$ cat src/swd_pkg.sv
package swd_pkg;

	localparam int SAMPLE_W = 24;
	localparam int DRIVE_W  = 16;
	localparam int FRAC_S   = SAMPLE_W - 1;
	localparam int FRAC_D   = DRIVE_W - 4;

	localparam int ROOT_N   = SAMPLE_W;
	localparam int REM_W    = ROOT_N + 2;
	localparam int DROOT_W  = DRIVE_W - 2;
	localparam int DREM_W   = DROOT_W + 2;
	localparam int DCNT_W   = $clog2(DROOT_W + 1);
	localparam int PROD1_W  = ROOT_N + DROOT_W;
	localparam int PROD2_W  = ROOT_N + DRIVE_W;
	localparam int MAG_W    = PROD2_W + 1 - FRAC_D;

	localparam logic [DRIVE_W-1:0] DRIVE_ONE = DRIVE_W'(1) << FRAC_D;
	localparam logic [DROOT_W-1:0] DROOT_ONE = DROOT_W'(1) << FRAC_D;

	localparam logic signed [SAMPLE_W-1:0] SAMPLE_MAX = {1'b0, {(SAMPLE_W-1){1'b1}}};
	localparam logic signed [SAMPLE_W-1:0] SAMPLE_MIN = {1'b1, {(SAMPLE_W-1){1'b0}}};

	typedef struct packed {
		logic signed [SAMPLE_W-1:0] sample_in;
		logic                       block_end;
	} in_item_t;

	typedef struct packed {
		logic signed [SAMPLE_W-1:0] sample_out;
		logic                       clipped;
		logic                       block_end_out;
	} out_item_t;

	typedef struct packed {
		logic              neg;
		logic [ROOT_N-1:0] mag;
		logic              block_end;
		logic [REM_W-1:0]  rem;
		logic [ROOT_N-1:0] root;
	} root_stage_t;

endpackage

$ cat src/sqrt_waveshaper_distortion.sv
// Square-root waveshaper: each sample x gives sign(x) * (|x|*sqrt(drive) + sqrt(|x|)*drive),
// saturated to the sample range with a clipped flag. The block takes one sample per clock
// while in_stall is low, through one magnitude stage, 24 root stages that each form one
// digit of sqrt(|x|), then multiply, sum and saturate stages; a stalled output lets the
// pipeline close its bubbles before it pushes back on the input. A write to drive starts a
// digit-serial root of the new value; while it runs, cfg_ready is low and the input is
// stalled.
module sqrt_waveshaper_distortion (
	input  logic                         clk,
	input  logic                         arst_n,
	input  logic                         in_valid,
	output logic                         in_stall,
	input  swd_pkg::in_item_t            in_data,
	output logic                         out_valid,
	input  logic                         out_stall,
	output swd_pkg::out_item_t           out_data,
	input  logic                         cfg_valid,
	output logic                         cfg_ready,
	input  logic [swd_pkg::DRIVE_W-1:0]  cfg_data
);

	localparam int N = swd_pkg::ROOT_N;

	logic                            busy;
	logic [swd_pkg::DRIVE_W-1:0]     drive;
	logic [swd_pkg::DROOT_W-1:0]     drive_root;

	logic                            valid_s0;
	swd_pkg::root_stage_t            data_s0;
	logic [swd_pkg::SAMPLE_W-1:0]    raw;

	logic [N:0]                      vld;
	swd_pkg::root_stage_t            dat [0:N];
	logic [N+1:0]                    rdy;

	assign cfg_ready = !busy;

	swd_drive_root u_drive_root (
		.clk        (clk),
		.arst_n     (arst_n),
		.wr_en      (cfg_valid && !busy),
		.wr_data    (cfg_data),
		.busy       (busy),
		.drive      (drive),
		.drive_root (drive_root)
	);

	assign rdy[0]   = !valid_s0 || rdy[1];
	assign in_stall = busy || !rdy[0];
	assign raw      = in_data.sample_in;

	always_ff @(posedge clk or negedge arst_n) begin
		if (!arst_n) begin
			valid_s0 <= 1'b0;
		end else if (rdy[0]) begin
			valid_s0 <= in_valid && !busy;
		end
	end

	always_ff @(posedge clk) begin
		if (rdy[0]) begin
			data_s0.neg       <= raw[swd_pkg::SAMPLE_W-1];
			data_s0.mag       <= raw[swd_pkg::SAMPLE_W-1] ? (~raw + 1'b1) : raw;
			data_s0.block_end <= in_data.block_end;
			data_s0.rem       <= '0;
			data_s0.root      <= '0;
		end
	end

	assign vld[0] = valid_s0;
	assign dat[0] = data_s0;

	for (genvar k = 1; k <= N; k++) begin : g_root
		swd_root_step #(.K(k - 1)) u_step (
			.clk        (clk),
			.arst_n     (arst_n),
			.up_valid   (vld[k-1]),
			.up_data    (dat[k-1]),
			.up_ready   (rdy[k]),
			.down_valid (vld[k]),
			.down_data  (dat[k]),
			.down_ready (rdy[k+1])
		);
	end

	swd_shape u_shape (
		.clk        (clk),
		.arst_n     (arst_n),
		.up_valid   (vld[N]),
		.up_data    (dat[N]),
		.up_ready   (rdy[N+1]),
		.drive      (drive),
		.drive_root (drive_root),
		.out_valid  (out_valid),
		.out_data   (out_data),
		.out_stall  (out_stall)
	);

endmodule

$ cat src/swd_root_step.sv
module swd_root_step #(
	parameter int K = 0
) (
	input  logic                 clk,
	input  logic                 arst_n,
	input  logic                 up_valid,
	input  swd_pkg::root_stage_t up_data,
	output logic                 up_ready,
	output logic                 down_valid,
	output swd_pkg::root_stage_t down_data,
	input  logic                 down_ready
);

	logic                          valid_sk;
	swd_pkg::root_stage_t          data_sk;
	swd_pkg::root_stage_t          next;
	logic [2*swd_pkg::ROOT_N-1:0]  rad;
	logic [1:0]                    pair;
	logic [swd_pkg::REM_W+1:0]     cur;
	logic [swd_pkg::REM_W+1:0]     trial;
	logic [swd_pkg::REM_W+1:0]     diff;

	// radicand is the magnitude scaled by 2^frac, one digit pair per stage
	always_comb begin
		rad   = {1'b0, up_data.mag, {swd_pkg::FRAC_S{1'b0}}};
		pair  = rad[2*(swd_pkg::ROOT_N-1-K) +: 2];
		cur   = {up_data.rem, pair};
		trial = {2'b00, up_data.root, 2'b01};
		diff  = cur - trial;
		next  = up_data;
		if (cur >= trial) begin
			next.rem  = diff[swd_pkg::REM_W-1:0];
			next.root = {up_data.root[swd_pkg::ROOT_N-2:0], 1'b1};
		end else begin
			next.rem  = cur[swd_pkg::REM_W-1:0];
			next.root = {up_data.root[swd_pkg::ROOT_N-2:0], 1'b0};
		end
	end

	assign up_ready = !valid_sk || down_ready;

	always_ff @(posedge clk or negedge arst_n) begin
		if (!arst_n) begin
			valid_sk <= 1'b0;
		end else if (up_ready) begin
			valid_sk <= up_valid;
		end
	end

	always_ff @(posedge clk) begin
		if (up_ready) begin
			data_sk <= next;
		end
	end

	assign down_valid = valid_sk;
	assign down_data  = data_sk;

endmodule

$ cat src/swd_drive_root.sv
module swd_drive_root (
	input  logic                          clk,
	input  logic                          arst_n,
	input  logic                          wr_en,
	input  logic [swd_pkg::DRIVE_W-1:0]   wr_data,
	output logic                          busy,
	output logic [swd_pkg::DRIVE_W-1:0]   drive,
	output logic [swd_pkg::DROOT_W-1:0]   drive_root
);

	logic                            busy_q;
	logic [swd_pkg::DCNT_W-1:0]      cnt_q;
	logic [2*swd_pkg::DROOT_W-1:0]   rad_q;
	logic [swd_pkg::DREM_W-1:0]      rem_q;
	logic [swd_pkg::DROOT_W-1:0]     root_q;
	logic [swd_pkg::DRIVE_W-1:0]     drive_q;
	logic [swd_pkg::DROOT_W-1:0]     drive_root_q;

	logic [swd_pkg::DREM_W+1:0]      cur;
	logic [swd_pkg::DREM_W+1:0]      trial;
	logic [swd_pkg::DREM_W+1:0]      diff;
	logic [swd_pkg::DREM_W-1:0]      rem_nx;
	logic [swd_pkg::DROOT_W-1:0]     root_nx;

	// one root digit per cycle while busy
	always_comb begin
		cur   = {rem_q, rad_q[2*swd_pkg::DROOT_W-1 -: 2]};
		trial = {2'b00, root_q, 2'b01};
		diff  = cur - trial;
		if (cur >= trial) begin
			rem_nx  = diff[swd_pkg::DREM_W-1:0];
			root_nx = {root_q[swd_pkg::DROOT_W-2:0], 1'b1};
		end else begin
			rem_nx  = cur[swd_pkg::DREM_W-1:0];
			root_nx = {root_q[swd_pkg::DROOT_W-2:0], 1'b0};
		end
	end

	always_ff @(posedge clk or negedge arst_n) begin
		if (!arst_n) begin
			busy_q       <= 1'b0;
			cnt_q        <= '0;
			drive_q      <= swd_pkg::DRIVE_ONE;
			drive_root_q <= swd_pkg::DROOT_ONE;
		end else if (wr_en) begin
			busy_q  <= 1'b1;
			cnt_q   <= swd_pkg::DCNT_W'(swd_pkg::DROOT_W);
			drive_q <= wr_data;
		end else if (busy_q) begin
			cnt_q <= cnt_q - 1'b1;
			if (cnt_q == swd_pkg::DCNT_W'(1)) begin
				busy_q       <= 1'b0;
				drive_root_q <= root_nx;
			end
		end
	end

	always_ff @(posedge clk) begin
		if (wr_en) begin
			rad_q  <= {wr_data, {swd_pkg::FRAC_D{1'b0}}};
			rem_q  <= '0;
			root_q <= '0;
		end else if (busy_q) begin
			rad_q  <= {rad_q[2*swd_pkg::DROOT_W-3:0], 2'b00};
			rem_q  <= rem_nx;
			root_q <= root_nx;
		end
	end

	assign busy       = busy_q;
	assign drive      = drive_q;
	assign drive_root = drive_root_q;

endmodule

$ cat src/swd_shape.sv
module swd_shape (
	input  logic                         clk,
	input  logic                         arst_n,
	input  logic                         up_valid,
	input  swd_pkg::root_stage_t         up_data,
	output logic                         up_ready,
	input  logic [swd_pkg::DRIVE_W-1:0]  drive,
	input  logic [swd_pkg::DROOT_W-1:0]  drive_root,
	output logic                         out_valid,
	output swd_pkg::out_item_t           out_data,
	input  logic                         out_stall
);

	logic                            valid_s1;
	logic                            valid_s2;
	logic                            valid_s3;
	logic                            adv_s1;
	logic                            adv_s2;
	logic                            adv_s3;

	logic [swd_pkg::PROD1_W-1:0]     p1_s1;
	logic [swd_pkg::PROD2_W-1:0]     p2_s1;
	logic                            neg_s1;
	logic                            be_s1;

	logic [swd_pkg::MAG_W-1:0]       mag_s2;
	logic                            neg_s2;
	logic                            be_s2;

	swd_pkg::out_item_t              out_s3;

	logic [swd_pkg::PROD2_W:0]       sum;
	logic [swd_pkg::MAG_W-1:0]       lim;
	logic [swd_pkg::MAG_W-1:0]       sat;
	logic                            clip;
	logic [swd_pkg::SAMPLE_W-1:0]    val;
	swd_pkg::out_item_t              res;

	assign adv_s3   = !valid_s3 || !out_stall;
	assign adv_s2   = !valid_s2 || adv_s3;
	assign adv_s1   = !valid_s1 || adv_s2;
	assign up_ready = adv_s1;

	always_ff @(posedge clk or negedge arst_n) begin
		if (!arst_n) begin
			valid_s1 <= 1'b0;
			valid_s2 <= 1'b0;
			valid_s3 <= 1'b0;
		end else begin
			if (adv_s1) valid_s1 <= up_valid;
			if (adv_s2) valid_s2 <= valid_s1;
			if (adv_s3) valid_s3 <= valid_s2;
		end
	end

	// drive terms
	always_ff @(posedge clk) begin
		if (adv_s1) begin
			p1_s1  <= swd_pkg::PROD1_W'(up_data.mag) * swd_pkg::PROD1_W'(drive_root);
			p2_s1  <= swd_pkg::PROD2_W'(up_data.root) * swd_pkg::PROD2_W'(drive);
			neg_s1 <= up_data.neg;
			be_s1  <= up_data.block_end;
		end
	end

	assign sum = (swd_pkg::PROD2_W+1)'(p1_s1) + (swd_pkg::PROD2_W+1)'(p2_s1);

	always_ff @(posedge clk) begin
		if (adv_s2) begin
			mag_s2 <= sum[swd_pkg::PROD2_W:swd_pkg::FRAC_D];
			neg_s2 <= neg_s1;
			be_s2  <= be_s1;
		end
	end

	// saturate on magnitude, then apply sign
	always_comb begin
		lim = swd_pkg::MAG_W'(1) << swd_pkg::FRAC_S;
		if (!neg_s2) begin
			lim = lim - 1'b1;
		end
		clip = mag_s2 > lim;
		sat  = clip ? lim : mag_s2;
		val  = sat[swd_pkg::SAMPLE_W-1:0];
		res.sample_out    = neg_s2 ? -val : val;
		res.clipped       = clip;
		res.block_end_out = be_s2;
	end

	always_ff @(posedge clk) begin
		if (adv_s3) begin
			out_s3 <= res;
		end
	end

	assign out_valid = valid_s3;
	assign out_data  = out_s3;

endmodule

$ cat config.mk
export PLATFORM = sky130hd
export DESIGN_NAME = sqrt_waveshaper_distortion
export DESIGN_NICKNAME = d
export VERILOG_FILES = /design/src/swd_pkg.sv /design/src/sqrt_waveshaper_distortion.sv /design/src/swd_root_step.sv /design/src/swd_drive_root.sv /design/src/swd_shape.sv
export SDC_FILE = /design/constraint.sdc
export NUM_CORES = 2
export LEC_CHECK = 0
export BUFFER_PORTS_ARGS = -buffer_cell sky130_fd_sc_hd__buf_2
export CAP_MARGIN = 30
export CORE_UTILIZATION = 40
export CTS_CLUSTER_SIZE = 20
export DETAILED_ROUTE_END_ITERATION = 7
export SYNTH_ARGS = -nofsm -noshare
export SYNTH_HDL_FRONTEND = slang
export SYNTH_HIERARCHICAL = 1
export SYNTH_SLANG_ARGS = --single-unit
$ cat constraint.sdc
create_clock -name clk -period 255.3 [get_ports clk]
set_clock_uncertainty 0.2 [all_clocks]
set_input_delay 51.06 -clock clk [delete_from_list [all_inputs] [get_ports clk]]
set_output_delay 51.06 -clock clk [all_outputs]
set_load 0.005 [all_outputs]
; Word level (Yosys, flattened, before mapping)
; Cells that the tools add are included.
[classes]
addsub = 28
mul = 2
order_cmp = 26
n_eq_ne = 1
muxes = 37
n_bitwise = 2
reduce_logical = 64
[ops]
columns = op, count
row1 = $mux 50, 22
row2 = $ge 28x26->1, 23
row3 = $sub 26x26->26, 22
row4 = $mux 24, 3
row5 = $mux 28, 2
row6 = $add 38x40->41, 1
row7 = $mul 24x16->40, 1
row8 = $mul 24x14->38, 1
row9 = $logic_not 1->1, 31
row10 = $gt 29x24->1, 1
row11 = $logic_or 1x1->1, 29
row12 = $mux 25, 1
row13 = $add 24x1->24 const B, 1
row14 = $neg 24->24, 1
row15 = $not 24->24, 1
row16 = $mux 23, 1
row17 = $ge 18x16->1, 1
row18 = $mux 16, 1
row19 = $sub 16x16->16, 1
row20 = $mux 4, 2
row21 = $mux 1, 5
row22 = $eq 4x1->1 const B, 1
row23 = $sub 4x1->4 const B, 1
row24 = $reduce_and 3->1, 1
row25 = 5 further kinds, 6
[word_totals]
reg_bits = 2047
input_bits = 46
out_inout_bits = 29
wordCells = 341

; Longest topological paths before layout
[depth]
ltp_word = 31
mapped_depth = 27
depth_no_buf = 27

; Hierarchy
; Netlist, hierarchy kept.
[by_module_without_submodules]
columns = module, n_inst, cells_each, area_per_inst_um2, seq_area_each_um2
row1 = swd_root_step (g_root[10].u_step ...), 11, 346, 4275.4, 2307.2
row2 = swd_root_step (g_root[14].u_step ...), 11, 300, 3990.1, 2277.2
row3 = swd_shape, 1, 3178, 29761.0, 4189.0
row4 = swd_root_step (g_root[13].u_step), 1, 308, 4068.9, 2307.2
row5 = swd_drive_root, 1, 424, 4025.1, 1959.4
row6 = swd_root_step (g_root[1].u_step), 1, 293, 3926.3, 2307.2
row7 = sqrt_waveshaper_distortion, 1, 108, 1391.3, 805.8

; Worst setup path after synthesis
; Ideal clock, no wire load.
[synth_path]
kind = in2out
start = in out_stall
end = out in_stall
t_arrival_ns = 102.913
t_required_ns = 204.040
slack_ns = 101.127
stages = 27
n_path_buf = 0
path_cell_list = nand4_1 > nand2b_1 > nand2b_1 > nand2b_1 > nand2b_1 > nand2b_1 > nand2b_1 > nand2b_1 > nand2b_1 > nand2b_1 > nand2b_1 > nand2b_1 > nand2b_1 > nand2b_1 > nand2b_1 > nand2b_1 > nand2b_1 > nand2b_1 > nand2b_1 > nand2b_1 > nand2b_1 > nand2b_1 > nand2b_1 > nand2b_1 > nand2b_1 > nand2b_1 > nand2_1
[synth_between]
elab_chain_cells = 31
[synth_lines]
columns = element, line
row1 = start: declaration, sqrt_waveshaper_distortion.sv:15  ; input logic out_stall,
row2 = $logic_not 1->1, swd_shape.sv:39  ; assign adv_s3 = !valid_s3 || !out_stall;
row3 = $logic_or 1x1->1, swd_shape.sv:39
row4 = $logic_or 1x1->1, swd_shape.sv:40  ; assign adv_s2 = !valid_s2 || adv_s3;
row5 = $logic_or 1x1->1, swd_shape.sv:41  ; assign adv_s1 = !valid_s1 || adv_s2;
row6 = $logic_or 1x1->1, swd_root_step.sv:40  ; assign up_ready = !valid_sk || down_ready;
row7 = named net rdy[24], sqrt_waveshaper_distortion.sv:34  ; logic [N+1:0] rdy;
row8 = $logic_or 1x1->1, swd_root_step.sv:40
row9 = named net rdy[23], sqrt_waveshaper_distortion.sv:34
row10 = [... 1 more ...], -
row11 = named net rdy[22], sqrt_waveshaper_distortion.sv:34
row12 = [... 1 more ...], -
row13 = named net rdy[21], sqrt_waveshaper_distortion.sv:34
row14 = [... 1 more ...], -
row15 = named net rdy[20], sqrt_waveshaper_distortion.sv:34
row16 = [... 1 more ...], -
row17 = named net rdy[19], sqrt_waveshaper_distortion.sv:34
row18 = [... 1 more ...], -
row19 = named net rdy[18], sqrt_waveshaper_distortion.sv:34
row20 = [... 1 more ...], -
row21 = named net rdy[17], sqrt_waveshaper_distortion.sv:34
row22 = [... 1 more ...], -
row23 = named net rdy[16], sqrt_waveshaper_distortion.sv:34
row24 = [... 1 more ...], -
row25 = named net rdy[15], sqrt_waveshaper_distortion.sv:34
row26 = [... 1 more ...], -
row27 = named net rdy[14], sqrt_waveshaper_distortion.sv:34
row28 = [... 1 more ...], -
row29 = named net rdy[13], sqrt_waveshaper_distortion.sv:34
row30 = [... 1 more ...], -
row31 = named net rdy[12], sqrt_waveshaper_distortion.sv:34
row32 = [... 1 more ...], -
row33 = named net rdy[11], sqrt_waveshaper_distortion.sv:34
row34 = [... 1 more ...], -
row35 = named net rdy[10], sqrt_waveshaper_distortion.sv:34
row36 = [... 1 more ...], -
row37 = named net rdy[9], sqrt_waveshaper_distortion.sv:34
row38 = [... 1 more ...], -
row39 = named net rdy[8], sqrt_waveshaper_distortion.sv:34
row40 = [... 1 more ...], -
row41 = named net rdy[7], sqrt_waveshaper_distortion.sv:34
row42 = [... 1 more ...], -
row43 = named net rdy[6], sqrt_waveshaper_distortion.sv:34
row44 = [... 1 more ...], -
row45 = named net rdy[5], sqrt_waveshaper_distortion.sv:34
row46 = [... 1 more ...], -
row47 = named net rdy[4], sqrt_waveshaper_distortion.sv:34
row48 = [... 1 more ...], -
row49 = named net rdy[3], sqrt_waveshaper_distortion.sv:34
row50 = $logic_or 1x1->1, swd_root_step.sv:40
row51 = named net rdy[2], sqrt_waveshaper_distortion.sv:34
row52 = $logic_or 1x1->1, swd_root_step.sv:40
row53 = named net rdy[1], sqrt_waveshaper_distortion.sv:34
row54 = $logic_or 1x1->1, sqrt_waveshaper_distortion.sv:48  ; assign rdy[0] = !valid_s0 || rdy[1];
row55 = $logic_not 1->1, sqrt_waveshaper_distortion.sv:49  ; assign in_stall = busy || !rdy[0];
row56 = $logic_or 1x1->1, sqrt_waveshaper_distortion.sv:49
row57 = end: declaration, sqrt_waveshaper_distortion.sv:12  ; output logic in_stall,
; The timed path passes the listed nets, and every way through them passes these cells.

; Worst setup path after layout
[layout_path]
start = in out_stall
end = out in_stall
[layout_between]
elab_chain_cells = 31
[layout_lines]
columns = element, line
row1 = $logic_not 1->1, swd_shape.sv:39
row2 = $logic_or 1x1->1, swd_shape.sv:39
row3 = $logic_or 1x1->1, swd_shape.sv:40
row4 = $logic_or 1x1->1, swd_shape.sv:41
row5 = named net rdy[25], sqrt_waveshaper_distortion.sv:34
row6 = $logic_or 1x1->1, swd_root_step.sv:40
row7 = named net rdy[24], sqrt_waveshaper_distortion.sv:34
row8 = $logic_or 1x1->1, swd_root_step.sv:40
row9 = named net rdy[23], sqrt_waveshaper_distortion.sv:34
row10 = [... 1 more ...], -
row11 = named net rdy[22], sqrt_waveshaper_distortion.sv:34
row12 = [... 1 more ...], -
row13 = named net rdy[21], sqrt_waveshaper_distortion.sv:34
row14 = [... 1 more ...], -
row15 = named net rdy[20], sqrt_waveshaper_distortion.sv:34
row16 = [... 1 more ...], -
row17 = named net rdy[19], sqrt_waveshaper_distortion.sv:34
row18 = [... 1 more ...], -
row19 = named net rdy[18], sqrt_waveshaper_distortion.sv:34
row20 = [... 1 more ...], -
row21 = named net rdy[17], sqrt_waveshaper_distortion.sv:34
row22 = [... 1 more ...], -
row23 = named net rdy[16], sqrt_waveshaper_distortion.sv:34
row24 = [... 1 more ...], -
row25 = named net rdy[15], sqrt_waveshaper_distortion.sv:34
row26 = [... 1 more ...], -
row27 = named net rdy[14], sqrt_waveshaper_distortion.sv:34
row28 = [... 1 more ...], -
row29 = named net rdy[13], sqrt_waveshaper_distortion.sv:34
row30 = [... 1 more ...], -
row31 = named net rdy[12], sqrt_waveshaper_distortion.sv:34
row32 = [... 1 more ...], -
row33 = named net rdy[11], sqrt_waveshaper_distortion.sv:34
row34 = [... 1 more ...], -
row35 = named net rdy[10], sqrt_waveshaper_distortion.sv:34
row36 = [... 1 more ...], -
row37 = named net rdy[9], sqrt_waveshaper_distortion.sv:34
row38 = [... 1 more ...], -
row39 = named net rdy[8], sqrt_waveshaper_distortion.sv:34
row40 = [... 1 more ...], -
row41 = named net rdy[7], sqrt_waveshaper_distortion.sv:34
row42 = [... 1 more ...], -
row43 = named net rdy[6], sqrt_waveshaper_distortion.sv:34
row44 = [... 1 more ...], -
row45 = named net rdy[5], sqrt_waveshaper_distortion.sv:34
row46 = [... 1 more ...], -
row47 = named net rdy[4], sqrt_waveshaper_distortion.sv:34
row48 = [... 1 more ...], -
row49 = named net rdy[3], sqrt_waveshaper_distortion.sv:34
row50 = $logic_or 1x1->1, swd_root_step.sv:40
row51 = named net rdy[2], sqrt_waveshaper_distortion.sv:34
row52 = $logic_or 1x1->1, swd_root_step.sv:40
row53 = named net rdy[1], sqrt_waveshaper_distortion.sv:34
row54 = $logic_or 1x1->1, sqrt_waveshaper_distortion.sv:48
row55 = $logic_not 1->1, sqrt_waveshaper_distortion.sv:49
row56 = $logic_or 1x1->1, sqrt_waveshaper_distortion.sv:49
; The timed path passes the listed nets, and every way through them passes these cells.

==> flow_summary.ini <==
[clock_tree]
clk_pin_slew_ns = 0.06
clock_tree.buffer_depth = 4
cts_inserted_buffers = 223
worstSkewPairLatency_ns = 0.94
htree_levels = 4
cts_root_buf = sky130_fd_sc_hd__clkbuf_16
cts_sinks = 2060
cts-resized-gates = 0
tritoncts = done
ctsHoldBuffers = 0
postCtsSetupRepairBufs = 0

[worst_setup_path]
critical_path_class = input port to primary output
critical_path_required_ns = 204.04
critical_path.startpoint_type = input port
cp.arrival_ns = 63.47
worst_setup_path_end_kind = primary output
cp_slowest_cell = sky130_fd_sc_hd__nand2b_4
critPathMostFrequentCell = sky130_fd_sc_hd__nand2b_4
cp_slowest_stage_delay_ns = 0.82
reg2reg_depth = 40
critical_path.max_fanout = 78

[sta]
tightest_slew_ns = 1.08
finalHoldViolCount = 0
timing.final.max_slew_violations = 0
setup-violations-final = 0
grt_setup_unrepaired = no
timing.max_slew.rel_slack_pct = 26.2
time_the_worst_path_needs_with_i_o_delays_and_setup_ns = 114.73
final.setup.tns_ns = 0
min_period_over_period_pct = 44.9
max_freq_mhz = 8.72

[layout]
area.growth.synth_to_final_pct = 10.2
final.fill_count = 29800
final_design_area_no_fill_mm2 = 0.146
post_route_cells_drive_above_1_share_pct = 11.0
final_nets = 13000

[worst_hold_path]
timing.hold.worst.class = flip-flop to flip-flop
hold_path_depth = 0

[floorplanning]
die_height_um = 577
start_util_pct = 40.3
die-width_um = 577
core-area_mm2 = 0.328
rows = 210
design.portCount = 75
floorplan.die_area_mm2 = 0.333

[flow_run]
maxCapViolations = 0

[route]
drtIter0Drc = 4813
drtPass1Iterations = 7
antenna_violating_nets_post_route = 0
totalWireLength_um = 312000
drc = 0
wl_per_cell_um = 19.5
per_cell_via_count_in_the_routed_design = 5.24
via_count = 83800

[logic_synthesis]
yosysWarningCount = 6
syn_area_mm2 = 0.132
netlist_instances = 11300
syn_avg_cell_area_um2 = 11.8

[status]
outcome = finished, final reports clean

[global_route]
grt_overflow = 0
total_routing_usage_gr_pct = 18.5
antenna_found_initial = 2
grt_first_pass_wirelength_um = 487000
grt_start_max_net_pins = 79
grt_pass1_vias = 86000

[place]
postPlaceCellArea_mm2 = 0.137
buffer_ports.inserted = 74
detailedPlacementHpwl_um = 244000
finalWeightedCongestion = 0.921
## per-layer routing
layer / routed length, um / share of wire [%] / vias to the layer above / track usage [%]
met3: 11000 / 3.5 / 562 / 1.91
met5: 13 / 0.0042 / - / 0
li1: - / - / 40100 / -
met2: 160000 / 51 / 1918 / 33.9
met1: 128000 / 41 / 41200 / 22.0
met4: 13500 / 4.3 / 2 / 7.69
## final cells by class
type                    count  area [um2]  share of cell area [%]
multi-input cells        7492       64000                    43.9
inverters                1517        5720                    3.92
diodes                      7        17.5                  0.0120
clock buffers             259        5810                    3.98
repair buffers            155        1550                    1.06
clock inverters           154        2060                    1.41
flip-flops and latches   2060       61200                    42.0
well taps                4346        5440                    3.73
## per-stage QoR
step / hold slack, ns / util, % / setup slack, ns / instances
after floorplan: 0.200 / - / 101.73 / 11400
after global placement: 0.203 / 41.8 / 134.25 / 15500
after detailed placement: 0.205 / 41.9 / 134.07 / 15500
after CTS: 0.136 / 44.3 / 134.04 / 16000
after global routing: 0.142 / 44.4 / 139.51 / 16000
final: 0.147 / 44.4 / 140.57 / 16000
## sequential cells by signal (all words and copies together) (netlist names)
signal                    count
g_root.u_step/down_valid     24
u_shape/neg_s1                1
u_drive_root/rad_q           16
valid_s0                      1
u_drive_root/drive_root      14
u_shape/neg_s2                1
u_shape/mag_s2               29
u_shape/p2_s1                40
u_shape/be_s2                 1
u_shape/out_data             26
u_shape/valid_s1              1
u_drive_root/rem_q           16
u_drive_root/root_q          14
u_shape/p1_s1                38
g_root.u_step/down_data    1788
u_drive_root/cnt_q            4
u_shape/out_valid             1
u_drive_root/drive           16
u_drive_root/busy             1
u_shape/valid_s2              1
dat                          26
u_shape/be_s1                 1
## placed cells by master, fill, tap and decap left out, types with 98 or more instances in the layout
| cell | instances |
|---|---|
| sky130_fd_sc_hd__nor3_1 | 112 |
| sky130_fd_sc_hd__a21oi_1 | 621 |
| sky130_fd_sc_hd__fa_1 | 580 |
| sky130_fd_sc_hd__mux2_2 | 111 |
| sky130_fd_sc_hd__clkbuf_16 | 224 |
| sky130_fd_sc_hd__ha_1 | 892 |
| sky130_fd_sc_hd__conb_1 | 98 |
| sky130_fd_sc_hd__nor2_1 | 484 |
| sky130_fd_sc_hd__mux2_4 | 373 |
| sky130_fd_sc_hd__o21ai_0 | 391 |
| sky130_fd_sc_hd__a21o_1 | 302 |
| sky130_fd_sc_hd__nand3_1 | 126 |
| sky130_fd_sc_hd__xnor2_1 | 369 |
| sky130_fd_sc_hd__nand4_1 | 101 |
| sky130_fd_sc_hd__a211oi_1 | 98 |
| sky130_fd_sc_hd__xor2_1 | 206 |
| sky130_fd_sc_hd__and2_1 | 351 |
| sky130_fd_sc_hd__inv_1 | 1505 |
| sky130_fd_sc_hd__edfxtp_1 | 1967 |
| sky130_fd_sc_hd__nand2_1 | 913 |
## path summary, 6_finish.rpt
check / from / to / slack [ns]
worst min-delay path: g_root[4].u_step/down_data[69] / g_root[5].u_step/down_data[69] / 0.15
max in group asynchronous: arst_n / u_drive_root/drive[11] / 203.86
worst min register to register: g_root[4].u_step/down_data[69] / g_root[5].u_step/down_data[69] / 0.15
worst max-delay path: out_stall / in_stall / 140.57
worst max register to register: u_shape/out_valid / g_root[1].u_step/down_data[16] / 241.80
min in group asynchronous: arst_n / g_root[2].u_step/down_valid / 49.88
## worst max-delay path: cells and delay by family
| family | cells | cell delay [ns] |
|---|---|---|
| simple gates | 27 | 7.43 |
| buf+inv | 15 | 4.75 |
Power is left out: the tool's default activity adds up to more than one toggle a clock period on the data nets, which glitch-free logic cannot reach.
